**src/rtl/assert_macros.svh**
```systemverilog
// Concurrent assertion macros used by the RTL top level; expect clk and arst_n in scope.
`ifndef ASSERT_MACROS_SVH
`define ASSERT_MACROS_SVH

// Condition must hold at every clock edge outside reset.
`define ASSERT_ALWAYS(label, expr, msg) \
	label: assert property (@(posedge clk) disable iff (!arst_n) (expr)) else $error(msg);

// Same-cycle implication.
`define ASSERT_IMPLY(label, ante, cons, msg) \
	label: assert property (@(posedge clk) disable iff (!arst_n) (ante) |-> (cons)) \
		else $error(msg);

// Next-cycle implication.
`define ASSERT_NEXT(label, ante, cons, msg) \
	label: assert property (@(posedge clk) disable iff (!arst_n) (ante) |=> (cons)) \
		else $error(msg);

`endif

```
**src/rtl/iqbd_pkg.sv**
```systemverilog
// Shared types, constants and codes for the IQ burst detector and timing capture block.
package iqbd_pkg;

	localparam int SAMPLE_BITS = 12;
	localparam int WINDOW_LEN  = 3;

	localparam int THR_W   = 13;
	localparam int STEP_W  = 5;
	localparam int HALF_W  = 4;
	localparam int PAIRS_W = 4;
	localparam int LEN_W   = 12;
	localparam int CNT_W   = 12;
	localparam int GRP_W   = 2;
	localparam int ERR_W   = 4;
	localparam int CFG_AW  = 3;
	localparam int CFG_DW  = 13;

	// window sum and compare widths
	localparam int SUM_W = SAMPLE_BITS + $clog2(WINDOW_LEN);
	localparam int CMP_W = (SUM_W > THR_W) ? SUM_W : THR_W;

	localparam logic [THR_W-1:0]   THR_RESET   = 13'd1400;
	localparam logic [STEP_W-1:0]  FULL_RESET  = 5'd8;
	localparam logic [HALF_W-1:0]  HALF_RESET  = 4'd4;
	localparam logic [PAIRS_W-1:0] PAIRS_RESET = 4'd9;
	localparam logic [LEN_W-1:0]   LEN_RESET   = 12'd768;

	localparam logic [1:0] CH_NONE = 2'd0;
	localparam logic [1:0] CH_I    = 2'd1;
	localparam logic [1:0] CH_Q    = 2'd2;

	typedef enum logic [1:0] {
		OP_TICK  = 2'd0,
		OP_REPLY = 2'd1,
		OP_ARM   = 2'd2
	} op_t;

	typedef enum logic [1:0] {
		KIND_SYNC    = 2'd0,
		KIND_PAYLOAD = 2'd1,
		KIND_BURST   = 2'd2
	} kind_t;

	typedef enum logic [2:0] {
		PH_IDLE    = 3'd0,
		PH_DETECT  = 3'd1,
		PH_TIMING  = 3'd2,
		PH_WAIT    = 3'd3,
		PH_PAYLOAD = 3'd4,
		PH_DONE    = 3'd5
	} phase_t;

	typedef enum logic [CFG_AW-1:0] {
		REG_THRESHOLD   = 3'd0,
		REG_FULL_STEP   = 3'd1,
		REG_HALF_STEP   = 3'd2,
		REG_PILOT_PAIRS = 3'd3,
		REG_PAYLOAD_LEN = 3'd4
	} reg_idx_t;

	typedef struct packed {
		logic [1:0]                    op;
		logic signed [SAMPLE_BITS-1:0] i_sample;
		logic signed [SAMPLE_BITS-1:0] q_sample;
		logic signed [ERR_W-1:0]       timing_error;
	} in_item_t;

	typedef struct packed {
		logic [1:0]                    kind;
		logic signed [SAMPLE_BITS-1:0] sync_i;
		logic signed [SAMPLE_BITS-1:0] sync_q;
		logic                          wants_error;
		logic signed [SAMPLE_BITS-1:0] payload_value;
		logic [CNT_W-1:0]              payload_index;
		logic                          last;
		logic [1:0]                    channel;
	} out_item_t;

	typedef struct packed {
		logic [THR_W-1:0]   power_threshold;
		logic [STEP_W-1:0]  full_step;
		logic [HALF_W-1:0]  half_step;
		logic [PAIRS_W-1:0] pilot_pairs;
		logic [LEN_W-1:0]   payload_length;
	} cfg_t;

	typedef struct packed {
		logic clear;
		logic shift;
	} win_ctrl_t;

	typedef struct packed {
		logic i_over;
		logic q_over;
	} win_det_t;

	typedef struct packed {
		phase_t            phase;
		logic [STEP_W-1:0] step;
	} seq_status_t;

endpackage

```
**src/rtl/iqbd_cfg.sv**
```systemverilog
// Configuration register file with reset defaults.
module iqbd_cfg (
	input  logic                         clk,
	input  logic                         arst_n,
	input  logic                         cfg_wr_en,
	input  logic [iqbd_pkg::CFG_AW-1:0]  cfg_addr,
	input  logic [iqbd_pkg::CFG_DW-1:0]  cfg_wdata,
	output iqbd_pkg::cfg_t               cfg
);
	import iqbd_pkg::*;

	logic [THR_W-1:0]   thr_q;
	logic [STEP_W-1:0]  full_q;
	logic [HALF_W-1:0]  half_q;
	logic [PAIRS_W-1:0] pairs_q;
	logic [LEN_W-1:0]   len_q;

	always_ff @(posedge clk or negedge arst_n) begin
		if (!arst_n) begin
			thr_q   <= THR_RESET;
			full_q  <= FULL_RESET;
			half_q  <= HALF_RESET;
			pairs_q <= PAIRS_RESET;
			len_q   <= LEN_RESET;
		end else if (cfg_wr_en) begin
			case (cfg_addr)
				REG_THRESHOLD:   thr_q   <= cfg_wdata[THR_W-1:0];
				REG_FULL_STEP:   full_q  <= cfg_wdata[STEP_W-1:0];
				REG_HALF_STEP:   half_q  <= cfg_wdata[HALF_W-1:0];
				REG_PILOT_PAIRS: pairs_q <= cfg_wdata[PAIRS_W-1:0];
				REG_PAYLOAD_LEN: len_q   <= cfg_wdata[LEN_W-1:0];
				default: ;
			endcase
		end
	end

	always_comb begin
		cfg.power_threshold = thr_q;
		cfg.full_step       = full_q;
		cfg.half_step       = half_q;
		cfg.pilot_pairs     = pairs_q;
		cfg.payload_length  = len_q;
	end

endmodule

```
**src/rtl/iqbd_window.sv**
```systemverilog
// Sliding sample window per channel with absolute-sum threshold compare.
module iqbd_window (
	input  logic                                 clk,
	input  logic                                 arst_n,
	input  iqbd_pkg::win_ctrl_t                  ctrl,
	input  logic signed [iqbd_pkg::SAMPLE_BITS-1:0] si,
	input  logic signed [iqbd_pkg::SAMPLE_BITS-1:0] sq,
	input  logic [iqbd_pkg::THR_W-1:0]           threshold,
	output iqbd_pkg::win_det_t                   det
);
	import iqbd_pkg::*;

	logic signed [SAMPLE_BITS-1:0] win_i_q [WINDOW_LEN];
	logic signed [SAMPLE_BITS-1:0] win_q_q [WINDOW_LEN];

	// window as it will be after the shift: oldest entry dropped, new sample last
	logic signed [SAMPLE_BITS-1:0] nxt_i [WINDOW_LEN];
	logic signed [SAMPLE_BITS-1:0] nxt_q [WINDOW_LEN];
	logic [SUM_W-1:0] sum_i;
	logic [SUM_W-1:0] sum_q;

	always_comb begin
		for (int k = 0; k < WINDOW_LEN - 1; k++) begin
			nxt_i[k] = win_i_q[k+1];
			nxt_q[k] = win_q_q[k+1];
		end
		nxt_i[WINDOW_LEN-1] = si;
		nxt_q[WINDOW_LEN-1] = sq;
	end

	always_comb begin
		sum_i = '0;
		sum_q = '0;
		for (int k = 0; k < WINDOW_LEN; k++) begin
			// magnitude fits in SAMPLE_BITS unsigned, including the most negative code
			sum_i = sum_i + SUM_W'(nxt_i[k][SAMPLE_BITS-1] ?
				SAMPLE_BITS'(~nxt_i[k] + 1'b1) : SAMPLE_BITS'(nxt_i[k]));
			sum_q = sum_q + SUM_W'(nxt_q[k][SAMPLE_BITS-1] ?
				SAMPLE_BITS'(~nxt_q[k] + 1'b1) : SAMPLE_BITS'(nxt_q[k]));
		end
		det.i_over = CMP_W'(sum_i) > CMP_W'(threshold);
		det.q_over = CMP_W'(sum_q) > CMP_W'(threshold);
	end

	always_ff @(posedge clk or negedge arst_n) begin
		if (!arst_n) begin
			for (int k = 0; k < WINDOW_LEN; k++) begin
				win_i_q[k] <= '0;
				win_q_q[k] <= '0;
			end
		end else if (ctrl.clear) begin
			for (int k = 0; k < WINDOW_LEN; k++) begin
				win_i_q[k] <= '0;
				win_q_q[k] <= '0;
			end
		end else if (ctrl.shift) begin
			for (int k = 0; k < WINDOW_LEN; k++) begin
				win_i_q[k] <= nxt_i[k];
				win_q_q[k] <= nxt_q[k];
			end
		end
	end

endmodule

```
**src/rtl/iqbd_seq.sv**
```systemverilog
// Phase sequencer: strobe timing, counters and result formation for each transaction.
module iqbd_seq (
	input  logic                  clk,
	input  logic                  arst_n,
	input  logic                  accept,
	input  iqbd_pkg::in_item_t    item,
	input  iqbd_pkg::cfg_t        cfg,
	input  iqbd_pkg::win_det_t    det,
	output iqbd_pkg::win_ctrl_t   wctl,
	output logic                  res_fire,
	output iqbd_pkg::out_item_t   res_item,
	output iqbd_pkg::seq_status_t status
);
	import iqbd_pkg::*;

	phase_t            phase_q, phase_n;
	logic [STEP_W-1:0] tick_q, tick_n;
	logic [STEP_W-1:0] step_q, step_n;
	logic [CNT_W-1:0]  gc_q, gc_n;
	logic [GRP_W-1:0]  grp_q, grp_n;
	logic [1:0]        chan_q, chan_n;

	logic [STEP_W-1:0] tick_inc;
	logic              hit;
	logic [CNT_W-1:0]  gc_inc;
	logic [CNT_W:0]    gc_inc_wide;
	logic [GRP_W-1:0]  grp_inc;
	logic [CNT_W-1:0]  fill;
	logic signed [STEP_W+1:0] corr;

	// strobe distance saturates to 1..31
	function automatic logic [STEP_W-1:0] clamp_step(input logic signed [STEP_W+1:0] s);
		logic [STEP_W-1:0] r;
		if (s < 1)
			r = STEP_W'(1);
		else if (s > $signed((STEP_W+2)'({STEP_W{1'b1}})))
			r = {STEP_W{1'b1}};
		else
			r = s[STEP_W-1:0];
		return r;
	endfunction

	always_ff @(posedge clk or negedge arst_n) begin
		if (!arst_n) begin
			phase_q <= PH_IDLE;
			tick_q  <= '0;
			step_q  <= STEP_W'(1);
			gc_q    <= '0;
			grp_q   <= '0;
			chan_q  <= CH_NONE;
		end else begin
			phase_q <= phase_n;
			tick_q  <= tick_n;
			step_q  <= step_n;
			gc_q    <= gc_n;
			grp_q   <= grp_n;
			chan_q  <= chan_n;
		end
	end

	always_comb begin
		tick_inc    = tick_q + 1'b1;
		hit         = tick_inc == step_q;
		gc_inc      = gc_q + 1'b1;
		gc_inc_wide = {1'b0, gc_q} + 1'b1;
		grp_inc     = grp_q + 1'b1;
		fill        = (gc_q < CNT_W'(WINDOW_LEN)) ? gc_inc : gc_q;
		corr        = $signed({2'b00, cfg.full_step}) -
			$signed({{2{item.timing_error[ERR_W-1]}}, item.timing_error});

		phase_n  = phase_q;
		tick_n   = tick_q;
		step_n   = step_q;
		gc_n     = gc_q;
		grp_n    = grp_q;
		chan_n   = chan_q;
		wctl     = '0;
		res_fire = 1'b0;
		res_item = '0;

		if (accept) begin
			case (item.op)
				OP_ARM: begin
					phase_n    = PH_DETECT;
					tick_n     = '0;
					step_n     = STEP_W'(1);
					gc_n       = '0;
					grp_n      = '0;
					chan_n     = CH_NONE;
					wctl.clear = 1'b1;
				end
				OP_REPLY: begin
					if (phase_q == PH_WAIT) begin
						step_n = clamp_step(corr);
						tick_n = '0;
						if (gc_inc >= CNT_W'(cfg.pilot_pairs)) begin
							gc_n    = '0;
							phase_n = PH_PAYLOAD;
						end else begin
							gc_n    = gc_inc;
							phase_n = PH_TIMING;
						end
					end
				end
				OP_TICK: begin
					case (phase_q)
						PH_DETECT: begin
							tick_n = hit ? '0 : tick_inc;
							if (hit) begin
								step_n     = STEP_W'(1);
								wctl.shift = 1'b1;
								gc_n       = fill;
								// trigger only once the window is full; I wins over Q
								if (fill >= CNT_W'(WINDOW_LEN) && (det.i_over || det.q_over)) begin
									chan_n           = det.i_over ? CH_I : CH_Q;
									gc_n             = '0;
									grp_n            = '0;
									tick_n           = '0;
									phase_n          = PH_TIMING;
									res_fire         = 1'b1;
									res_item.kind    = KIND_BURST;
									res_item.channel = det.i_over ? CH_I : CH_Q;
								end
							end
						end
						PH_TIMING: begin
							tick_n = hit ? '0 : tick_inc;
							if (hit) begin
								step_n           = clamp_step($signed({3'b000, cfg.half_step}));
								res_fire         = 1'b1;
								res_item.kind    = KIND_SYNC;
								res_item.sync_i  = item.i_sample;
								res_item.sync_q  = item.q_sample;
								res_item.channel = chan_q;
								if (grp_inc == GRP_W'(3)) begin
									grp_n                = '0;
									res_item.wants_error = 1'b1;
									phase_n              = PH_WAIT;
								end else begin
									grp_n = grp_inc;
								end
							end
						end
						PH_PAYLOAD: begin
							tick_n = hit ? '0 : tick_inc;
							if (hit) begin
								step_n                 = clamp_step($signed({2'b00, cfg.full_step}));
								res_fire               = 1'b1;
								res_item.kind          = KIND_PAYLOAD;
								res_item.payload_value = (chan_q == CH_Q) ?
									item.q_sample : item.i_sample;
								res_item.payload_index = gc_q;
								res_item.channel       = chan_q;
								if (gc_inc_wide >= {1'b0, cfg.payload_length}) begin
									res_item.last = 1'b1;
									phase_n       = PH_DONE;
									tick_n        = '0;
									step_n        = STEP_W'(1);
									gc_n          = '0;
									grp_n         = '0;
								end else begin
									gc_n = gc_inc;
								end
							end
						end
						default: ; // idle, wait and done drop ticks
					endcase
				end
				default: ;
			endcase
		end

		status.phase = phase_q;
		status.step  = step_q;
	end

endmodule

```
**src/rtl/iqbd_oreg.sv**
```systemverilog
// Result output register with valid/ready handshake.
module iqbd_oreg (
	input  logic                clk,
	input  logic                arst_n,
	input  logic                load,
	input  iqbd_pkg::out_item_t din,
	input  logic                ready,
	output logic                valid,
	output iqbd_pkg::out_item_t dout,
	output logic                free
);
	import iqbd_pkg::*;

	logic      valid_q;
	out_item_t data_q;

	// register is free when empty or being drained this cycle
	assign free  = !valid_q || ready;
	assign valid = valid_q;
	assign dout  = data_q;

	always_ff @(posedge clk or negedge arst_n) begin
		if (!arst_n)
			valid_q <= 1'b0;
		else if (load)
			valid_q <= 1'b1;
		else if (ready)
			valid_q <= 1'b0;
	end

	always_ff @(posedge clk) begin
		if (load)
			data_q <= din;
	end

endmodule

```
**src/rtl/iq_burst_detect_timing_capture.sv**
```systemverilog
// Top level: IQ burst detector, timing sync sequencer and payload capture.
//
//   channel   direction  handshake                   payload
//   item      in         item_valid / item_ready     in_item_t
//   result    out        result_valid / result_ready out_item_t
//   cfg       in         cfg_wr_en                   cfg_addr, cfg_wdata
//
// One transaction per cycle while item_ready is high; a result appears in the cycle after
// the transaction that causes it, held in a single output register.
// item_ready is high while the output register is empty or being drained.
// Reset returns the sequencer to idle and the registers to their defaults.
// Ticks in idle, done or while waiting for a timing reply are taken and dropped.
`include "assert_macros.svh"

module iq_burst_detect_timing_capture (
	input  logic                         clk,
	input  logic                         arst_n,
	input  logic                         item_valid,
	output logic                         item_ready,
	input  iqbd_pkg::in_item_t           item,
	output logic                         result_valid,
	input  logic                         result_ready,
	output iqbd_pkg::out_item_t          result,
	input  logic                         cfg_wr_en,
	input  logic [iqbd_pkg::CFG_AW-1:0]  cfg_addr,
	input  logic [iqbd_pkg::CFG_DW-1:0]  cfg_wdata
);
	import iqbd_pkg::*;

	cfg_t        cfg;
	win_ctrl_t   wctl;
	win_det_t    det;
	logic        accept;
	logic        res_fire;
	out_item_t   res_item;
	seq_status_t status;

	assign accept = item_valid && item_ready;

	iqbd_cfg u_cfg (
		.clk       (clk),
		.arst_n    (arst_n),
		.cfg_wr_en (cfg_wr_en),
		.cfg_addr  (cfg_addr),
		.cfg_wdata (cfg_wdata),
		.cfg       (cfg)
	);

	iqbd_window u_window (
		.clk       (clk),
		.arst_n    (arst_n),
		.ctrl      (wctl),
		.si        (item.i_sample),
		.sq        (item.q_sample),
		.threshold (cfg.power_threshold),
		.det       (det)
	);

	iqbd_seq u_seq (
		.clk      (clk),
		.arst_n   (arst_n),
		.accept   (accept),
		.item     (item),
		.cfg      (cfg),
		.det      (det),
		.wctl     (wctl),
		.res_fire (res_fire),
		.res_item (res_item),
		.status   (status)
	);

	iqbd_oreg u_oreg (
		.clk   (clk),
		.arst_n(arst_n),
		.load  (res_fire),
		.din   (res_item),
		.ready (result_ready),
		.valid (result_valid),
		.dout  (result),
		.free  (item_ready)
	);

	`ASSERT_ALWAYS(a_step_nonzero, status.step != '0, "strobe distance is zero")
	`ASSERT_NEXT(a_wait_holds, accept && item.op == OP_TICK && status.phase == PH_WAIT, status.phase == PH_WAIT, "tick left the reply wait")
	`ASSERT_NEXT(a_last_done, res_fire && res_item.last, status.phase == PH_DONE, "last payload sample did not end the burst")
	`ASSERT_IMPLY(a_burst_channel, result_valid && result.kind == KIND_BURST, result.channel == CH_I || result.channel == CH_Q, "burst result without a channel")

endmodule

```
**config.mk**
```make
export PLATFORM = sky130hd
export DESIGN_NAME = iq_burst_detect_timing_capture
export DESIGN_NICKNAME = d
export VERILOG_FILES = /design/src/rtl/iqbd_pkg.sv /design/src/rtl/iqbd_cfg.sv /design/src/rtl/iqbd_window.sv /design/src/rtl/iqbd_seq.sv /design/src/rtl/iqbd_oreg.sv /design/src/rtl/iq_burst_detect_timing_capture.sv
export VERILOG_INCLUDE_DIRS = /design/src /design/src/rtl
export SDC_FILE = /design/constraint.sdc
export NUM_CORES = 1
export LEC_CHECK = 0
export BUFFER_PORTS_ARGS = -buffer_cell sky130_fd_sc_hd__buf_2
export CAP_MARGIN = 15
export CORE_ASPECT_RATIO = 0.75
export CORE_MARGIN = 4
export CORE_UTILIZATION = 60
export CTS_BUF_LIST = sky130_fd_sc_hd__clkbuf_16
export DETAILED_ROUTE_END_ITERATION = 12
export PLACE_DENSITY = 0.76
export SLEW_MARGIN = 20
export SYNTH_ARGS = -nofsm -noshare
export SYNTH_HDL_FRONTEND = slang
export SYNTH_SLANG_ARGS = --single-unit
```
**constraint.sdc**
```tcl
create_clock -name clk -period 6.7 [get_ports clk]
set_clock_uncertainty 0.05 [all_clocks]
set_input_delay 1.675 -clock clk [delete_from_list [all_inputs] [get_ports clk]]
set_output_delay 1.675 -clock clk [all_outputs]
set_load 0.01 [all_outputs]
```
==> results by stage, run 1 <==
Worst hold path:
- The hold path startpoint is u_cfg.pairs_q[1].
- The min-delay analysis places its worst path in the category reg -> reg.

Global route:
- In the global route stage, overall resource usage came out at 27.86%.
- Global routing finished with a remaining overflow of 0.
- The number of antenna violations at the first check in global routing is 0.
- The number of global-route vias before repair is 9139.
- The global-route wire length before repair is 48.23 mm.
- The largest net degree at the start of global routing is 64.

Placement:
- OpenSTA, run right after detailed placement, puts the worst setup slack at -0.1823 ns.
- The detailed placement HPWL is 21.88 mm.
- The number of port buffers is 106.
- The final weighted congestion in routability-driven placement is 0.9065.

Worst setup path:
- In this run the worst path has a maximum fanout of 3.
- The worst setup path is launched from an input pin.
- The delay contributed by the slowest stage of the critical path is 0.56 ns.
- The worst-path cell with the longest stage delay is fa_1.
- The critical path contains buffers and inverters numbering 3 combined.
- Among cell families on the critical path, the largest total delay comes from simple AND/OR/NAND/NOR gates.
- The startpoint of the most critical setup path is item[7].
- The startpoint identified for the worst register-to-register timing path is u_window.nxt_q[12].
- Walking the worst path, the cells encountered are buf_2 > or3_1 > or2_1 > or4_1 > o31ai_1 > xor2_1 > fa_1 > inv_1 > ha_1 > or3_1 > o21ai_0 > o21ai_0 > xor2_1 > ha_1 > nand3_1 > nor4_1 > a21oi_1 > o21ai_1 > nand2_1 > o21ai_1 > buf_4 > a211oi_4 > mux2_1.
- The critical setup path kind is in -> reg.
- The critical path endpoint category is a register.
- The data arrival time of the critical path is 6.75 ns.
- The required time of the critical path is 6.97 ns.

Clock network:
- The root cell of the clock tree is clkbuf_16.
- The depth of the CTS H-tree is 4.
- In this run, CTS created clock tree buffers numbering 17.
- The count of hold-fix buffers inserted at cts is 0.
- The clock latency on the worst-skew pair is 0.44 ns.
- The TritonCTS clock tree is built.
- The count of clock tree sinks is 170.
- The clock passes through at most 2 buffers.
- After clock tree synthesis, the clock-pin slew on the worst setup and hold paths is 0.07 ns.

Detailed routing:
- The first TritonRoute pass finished after 6 iterations.
- After the first detailed-routing iteration, the DRC count stood at 987.
- In the routed layout, each cell is associated on average with a via count of 6.046.
- Dividing the detail-routed wire length by the instance count gives 18.82 microns.
- The routed layout has 9492 vias.
- The count of nets left with antenna violations once routing finished came out at 0.
- Wires add up to 29.55 mm.
- The DRC violation count after routing is 0.

Timing:
- The final-report hold violation count is 0.
- Setup repair after global routing left no endpoint under its margin.
- The final critical delay including setup and external delays is 6.475 ns.
- Derived from the worst setup path, the maximum achievable clock frequency is 154.4 MHz.
- The slew at the pin with the worst max-slew slack is 0.8302 ns.
- The relative max-transition margin is between 40% and 50%.
- Of the available clock period, the critical path in the final layout requires around 97%.
- The final worst setup slack is 0.2254 ns.
- The count of final setup violators is 0.
- The number of pins exceeding their max-slew limit in the final report is 0.

Flow run:
- Max-cap violations in this run came to 0.

Logic synthesis:
- The sequential share of the synthesized area is about 39%.
- In the synthesized netlist the dominant register cell turns out to be dfrtp_1.
- By instance count, the leading cell after synthesis is nand2_1.
- The number of nets in the synthesized netlist is 1339.
- Counting every instance in the synthesized netlist gives 1181.
- After synthesis, the most frequently instantiated cells are 116 x nand2_1, 104 x inv_1, 103 x dfrtp_1.
- The total number of yosys warnings is 0.
- The share of synthesized flip-flops with an asynchronous set or reset is 68.24%.
- The synthesized area per cell is between 9 and 10 sq um.
- The mapped cell area is 11610 sq um.
- Summed over all instances, the cell type with the most area after synthesis is dfrtp_1.
- Summed over its instances, the top area cell type makes up 22.20% of the synthesized netlist area.
- The flop and latch count out of synthesis is 170.
- Yosys mapped the design onto 80 distinct sky130hd cell types.
- The count of flip-flops with a built-in enable after synthesis is 54.
- Ranked by total cell area, the synthesized netlist is headed by dfrtp_1 22%, edfxtp_1 14%, ha_1 8.6%.

Power and ir drop:
- The ratio of total power to cell area is 257.8 nW/um^2.
- The leakage power figure is 6.291 nW.
- Across the VDD grid, the largest voltage drop is 0.1791 mV.

Floorplanning:
- The height of the die is 128.5 microns.
- The site row count is 43.
- The top-level I/O count is 107.
- The horizontal die dimension is 168.6 microns.
- The die outline area is about 22000 sq um.
- The initial standard-cell utilization of the core is 62.01%.
- After floorplanning, the core was sized to cover 18720 sq um.

Cells and area:
- The post-route netlist has around a fifth of its cells at a drive strength greater than 1.
- Measured on the finished design, the core utilization comes to a little under three quarters.
- Relative to the synthesized area, the layout overhead comes to 14.73%.
- After the last flow step, the layout net total stands at 1468.
- 0 antenna diodes ended up in the layout.

Status:
- The run finished with clean final reports.
[worst paths after layout]
path	depth (start not counted)	end	slack (ns)
max in group asynchronous	2	u_cfg.thr_q[12]	4.06
setup / recovery	23	u_seq.phase_q[1]	0.23
setup reg to reg	24	u_seq.phase_q[1]	0.96
hold reg to reg	1	u_cfg.pairs_q[1]	0.46
hold / removal	1	u_cfg.pairs_q[1]	0.46
min in group asynchronous	1	u_seq.step_q[1]	1.24
[repair_timing]
item,in CTS,in global routing
setup endpoints to repair,0,63
resized for setup,0,3
setup buffers,0,1
[cell usage in the layout, fill, tap and decap left out, types with 5 or more instances in the layout]
master	netlist	routed
inv_1	104	105
mux2_2	16	16
nor3_1	25	23
nand2_1	116	115
fa_1	27	27
a21oi_1	52	52
buf_4	4	48
nand4_1	5	5
nor4_1	8	8
nor2_1	53	53
o31ai_1	15	15
nor3b_1	8	7
o21bai_1	10	10
clkbuf_16	0	17
o21ai_0	56	55
edfxtp_1	54	54
dfrtp_1	103	103
o21a_1	6	6
nor2b_1	16	16
buf_2	16	105
mux2_1	5	5
o211ai_1	5	5
a22o_1	50	50
and3_1	8	8
mux2i_1	7	7
o21ai_1	7	7
ha_1	80	80
dfstp_2	13	13
xor2_1	58	58
and2_1	31	31
a211oi_1	5	5
nand3_1	26	26
or3_1	16	16
xnor2_1	34	34
a21o_1	15	15
nand2b_1	14	14
a31oi_1	14	14
[cell families (layout without fill, tap and decap cells)]
group	after synthesis	in the layout	share of synthesized area (%)
buffers and inverters	150	292	5.345
flip-flops	170	170	39.11
XOR/XNOR	92	92	6.940
adder cells (fa/ha/maj)	107	107	13.28
AND/OR/NAND/NOR	361	361	16.23
AO/OA/AOI/OAI	273	273	16.46
multiplexers	28	28	2.640
[worst register-to-register path, cell delays in order (launching register included)]
cell      delay, ns
dfrtp_1        0.44
inv_1          0.09
ha_1           0.17
nand2b_1       0.09
or4_1          0.44
or2_0          0.26
o41ai_1        0.48
xor2_1         0.18
fa_1           0.54
inv_1          0.05
ha_1           0.22
or3_1          0.38
o21ai_0        0.17
o21ai_0        0.13
xor2_1         0.17
ha_1           0.31
nand3_1        0.10
nor4_1         0.28
a21oi_1        0.07
o21ai_1        0.11
nand2_1        0.15
o21ai_1        0.21
buf_4          0.16
a211oi_4       0.07
mux2_1         0.32
[metal layers]
layer	global-route usage (%)	part of all wire, %
met4	7.109	2.0
met1	42.11	46
met2	41.22	44
met5	0	0
met3	5.928	8.4
[stage by stage]
stage               hold WS, ns  area [sq um]  power (mW)  std cells  TNS, ns
global route             0.4868         13320       3.635       1570        0
detailed placement       0.4434         12670       2.360       1537   -10.43
floorplan                0.4294         11620       2.034       1181        0
finish                   0.4584         13320       3.434       1570        0
global placement         0.4393         12670       2.322       1537   -1.935
CTS                      0.4588         13300       3.426       1569        0
[registers in the layout (all words and copies together), names as in the netlist]
name,flops
u_seq.grp_q,2
u_seq.tick_q,5
u_cfg.pairs_q,4
u_oreg.dout,54
u_window.nxt_q,24
u_cfg.full_q,5
u_cfg.half_q,4
u_cfg.len_q,12
u_seq.step_q,5
u_oreg.valid,1
u_seq.gc_q,12
u_window.nxt_i,24
u_cfg.thr_q,13
u_seq.phase_q,3
u_seq.chan_q,2
[power breakdown]
part / leakage, nW / internal, mW / switching [mW]
Combinational: 3.96 / 0.459 / 0.615
Clock: 0.301 / 0.626 / 0.437
Sequential: 2.03 / 1.18 / 0.116
[cell type report]
| type | count | area (sq um) |
|---|---|---|
| fill | 1426 | 5403 |
| clock inverter | 15 | 197.7 |
| sequential | 170 | 4541 |
| timing repair buffer | 156 | 945.9 |
| tap | 247 | 309.0 |
| inverter | 104 | 390.4 |
| multi-input combinational | 861 | 6511 |
| clock buffer | 17 | 425.4 |
No activity file was read; power rests on OpenSTA's default activity.
==> run 2, diff against run 1 <==
- CTS_BUF_LIST: sky130_fd_sc_hd__clkbuf_16 -> sky130_fd_sc_hd__clkbuf_4 sky130_fd_sc_hd__clkbuf_8 sky130_fd_sc_hd__clkbuf_16
==> run 2 against run 1 <==
Against the previous run:
- worst hold slack is essentially flat
- worst setup slack better by 0.023 ns
- routed wire length shrank 0.48%
- register-to-register slack better by 0.02 ns
- count of clock-buffer cells in the layout up 1
- critical path type unchanged
==> results by stage, run 2 (synthesized netlist as in run 1, its figures left out) <==
Status:
- The flow ran to the end, and the final reports show no timing, DRC or antenna violations.

Worst setup path:
- The highest fanout seen on the critical path is 3 (unchanged).
- The total buffers and inverters traversed by the critical path is 3 (unchanged).
- The family with the most delay on the worst path is simple AND/OR/NAND/NOR gates.
- The critical setup path kind is in -> reg.
- The delay contributed by the slowest stage of the critical path came to 0.56 ns (about the same).
- STA classifies the critical path startpoint as an input pin.
- The data arrival time of the critical path is 6.72 ns (-0.03 ns).
- The required time of the critical path is 6.97 ns (about the same).
- STA classifies the critical path endpoint as a register.
- The worst-path cell with the longest stage delay is fa_1.
- Traced cell by cell, the critical path runs through buf_2 > or3_1 > or2_1 > or4_1 > o31ai_1 > xor2_1 > fa_1 > inv_1 > ha_1 > or3_1 > o21ai_0 > o21ai_0 > xor2_1 > ha_1 > nand3_1 > nor4_1 > a21oi_1 > o21ai_1 > nand2_1 > o21ai_1 > buf_4 > a211oi_4 > mux2_1.

Detailed routing:
- The total iterations of the first detailed-routing run is 6 (unchanged).
- The aggregate routed wire length was 29.41 mm (-0.48%).
- The average wire per standard cell came to 18.73 microns (-0.48%).
- The routed via count is 9422 (-0.74%).
- The via density per instance was 6.001 (-0.74%).
- The DRC violation count after routing is 0 (unchanged).
- The initial detailed-routing violation count came to 1003 (+1.6%).
- The number of nets still failing antenna checks after routing was 0 (unchanged).

Cells and area:
- The share of the core filled with cells in the final layout was 71.16% (about the same).
- The growth of design area from synthesis to finish is 14.76% (about the same).
- The final-stage net count is 1468 (unchanged).
- In the layout the commonest cells are 115 x nand2_1, 105 x buf_2, 104 x inv_1.
- The flip-flop count of the largest register after layout came to 54 (unchanged).
- The final antenna diode count is 0 (unchanged).
- The leading cell type in the layout, fill and taps excluded is nand2_1.
- The proportion of layout cells with a drive suffix above 1 was 18.75% (+0.076 points).
- The summed area of non-filler cells in the final layout is 13320 sq um (about the same).

Floorplanning:
- The horizontal die dimension is 168.6 microns (unchanged).
- The die outline area is 21660 sq um (unchanged).
- The placeable core region is 18720 sq um (unchanged).
- The initial standard-cell utilization of the core was 62.01% (unchanged).
- The top-level I/O count is 107 (unchanged).
- The site row count came to 43 (unchanged).
- The height of the die is 128.5 microns (unchanged).

Placement:
- The detailed placement HPWL is 21.88 mm (unchanged).
- The worst setup timing slack at the placement stage is -0.1823 ns (unchanged).
- The cell area after placement is 12670 sq um (unchanged).
- The number of port buffers was 106 (unchanged).
- The final weighted congestion in routability-driven placement is 0.9065 (unchanged).

Global route:
- The remaining global-route overflow is 0 (unchanged).
- The global-route wire length before repair is 48.20 mm (about the same).
- The number of antenna violations at the first check in global routing was 0 (unchanged).
- The aggregate global-route resource usage was 27.85% (about the same).
- The number of global-route vias before repair is 9139 (unchanged).
- The largest net degree at the start of global routing was 64 (unchanged).

Power and ir drop:
- The ratio of total power to cell area is 258.1 nW/um^2 (+0.10%).
- The largest vdd supply drop was 0.1785 mV (-0.35%).
- The leakage power figure came to 6.291 nW (about the same).

Clock network:
- The count of hold-fix buffers inserted at cts is 0 (unchanged).
- The number of buffers created by CTS is 17 (unchanged).
- The TritonCTS clock tree is built.
- The clock latency on the worst-skew pair came to 0.44 ns (about the same).
- The count of clock tree sinks is 170 (unchanged).
- The root cell of the clock tree is clkbuf_16.
- The deepest clock path buffer count is 2 (unchanged).
- The clock-pin slew reported for the worst setup and hold paths after clock tree synthesis was 0.07 ns (about the same).
- The depth of the CTS H-tree is 4 (unchanged).

Timing:
- The final-report hold violation count is 0 (unchanged).
- The count of final setup violators came to 0 (unchanged).
- The number of pins exceeding their max-slew limit in the final report is 0 (unchanged).
- The highest attainable clock frequency is 155.0 MHz (+0.35%).
- The slew at the pin with the worst max-slew slack is 0.8294 ns (-0.0007906 ns).
- The minimum hold slack was 0.4585 ns (+0.00003100 ns).
- The post-route fraction of the period consumed by the critical path came to 96.30% (-0.34 points).
- The relative max-transition margin was 44.59% (-0.061 points).
- The final worst setup slack was 0.2481 ns (+0.02271 ns).
- Setup repair after global routing left no endpoint under its margin.
- The final critical delay including setup and external delays is 6.452 ns (-0.02271 ns).

Flow run:
- The number of max-cap violations is 0 (unchanged).

Worst hold path:
- The path class of the tightest hold or removal check is reg -> reg.
run 2: worst paths after layout:
check	start	depth (start not counted)	slack, ns	endpoint
hold / removal	u_cfg.pairs_q[1]	1	0.46	u_cfg.pairs_q[1]
setup / recovery	item[7]	23	0.25	u_seq.phase_q[1]
hold reg to reg	u_cfg.pairs_q[1]	1	0.46	u_cfg.pairs_q[1]
max in group asynchronous	arst_n	2	4.07	u_cfg.thr_q[12]
setup reg to reg	u_window.nxt_q[12]	25	0.98	u_seq.phase_q[1]
min in group asynchronous	arst_n	1	1.24	u_seq.step_q[1]
run 2: per-layer routing:
| metal | up-vias | wire, microns | GRT usage (%) |
|---|---|---|---|
| met5 | - | 0 | 0 |
| met4 | 0 | 594 | 7.109 |
| li1 | 4437 | - | - |
| met1 | 4584 | 13430 | 41.99 |
| met2 | 357 | 12990 | 41.17 |
| met3 | 44 | 2391 | 6.112 |
run 2: area by class of cell:
class                      instances  area, sq um
clock buffer                      18        432.9
clock inverter                    14        193.9
fill                            1428         5399
inverter                         104        390.4
multi-input combinational        861         6511
sequential                       170         4541
tap                              247        309.0
timing repair buffer             156        945.9
run 2: power by group:
group / leakage [nW] / switching, mW / total (mW) / internal, mW
clock network: 0.300 / 0.437 / 1.07 / 0.631
logic: 3.96 / 0.615 / 1.07 / 0.458
registers: 2.03 / 0.116 / 1.30 / 1.18
run 2: timing repair:
action,CTS,global route
endpoints found under the setup margin,0,63
gates resized for setup,0,3
setup buffers,0,1
run 2: worst reg2reg max path: stages (launching register included):
cell      delay [ns]
dfrtp_1         0.44
inv_1           0.09
ha_1            0.17
nand2b_1        0.09
or4_1           0.44
or2_0           0.26
o41ai_1         0.48
xor2_1          0.18
fa_1            0.54
inv_1           0.05
ha_1            0.33
o21ai_0         0.20
nand2b_1        0.15
o21ai_0         0.10
o21ai_0         0.12
xor2_1          0.17
ha_1            0.30
nand3_1         0.10
nor4_1          0.28
a21oi_1         0.07
o21ai_1         0.11
nand2_1         0.15
o21ai_1         0.21
buf_4           0.16
a211oi_4        0.07
mux2_1          0.32
run 2: per-stage QoR:
stage / TNS, ns / total power, mW / cells
4_1_cts: 0 / 3.431 / 1569
3_3_place_gp: -1.935 / 2.322 / 1537
6_report: 0 / 3.439 / 1570
3_5_place_dp: -10.43 / 2.360 / 1537
2_1_floorplan: 0 / 2.034 / 1181
5_1_grt: 0 / 3.640 / 1570
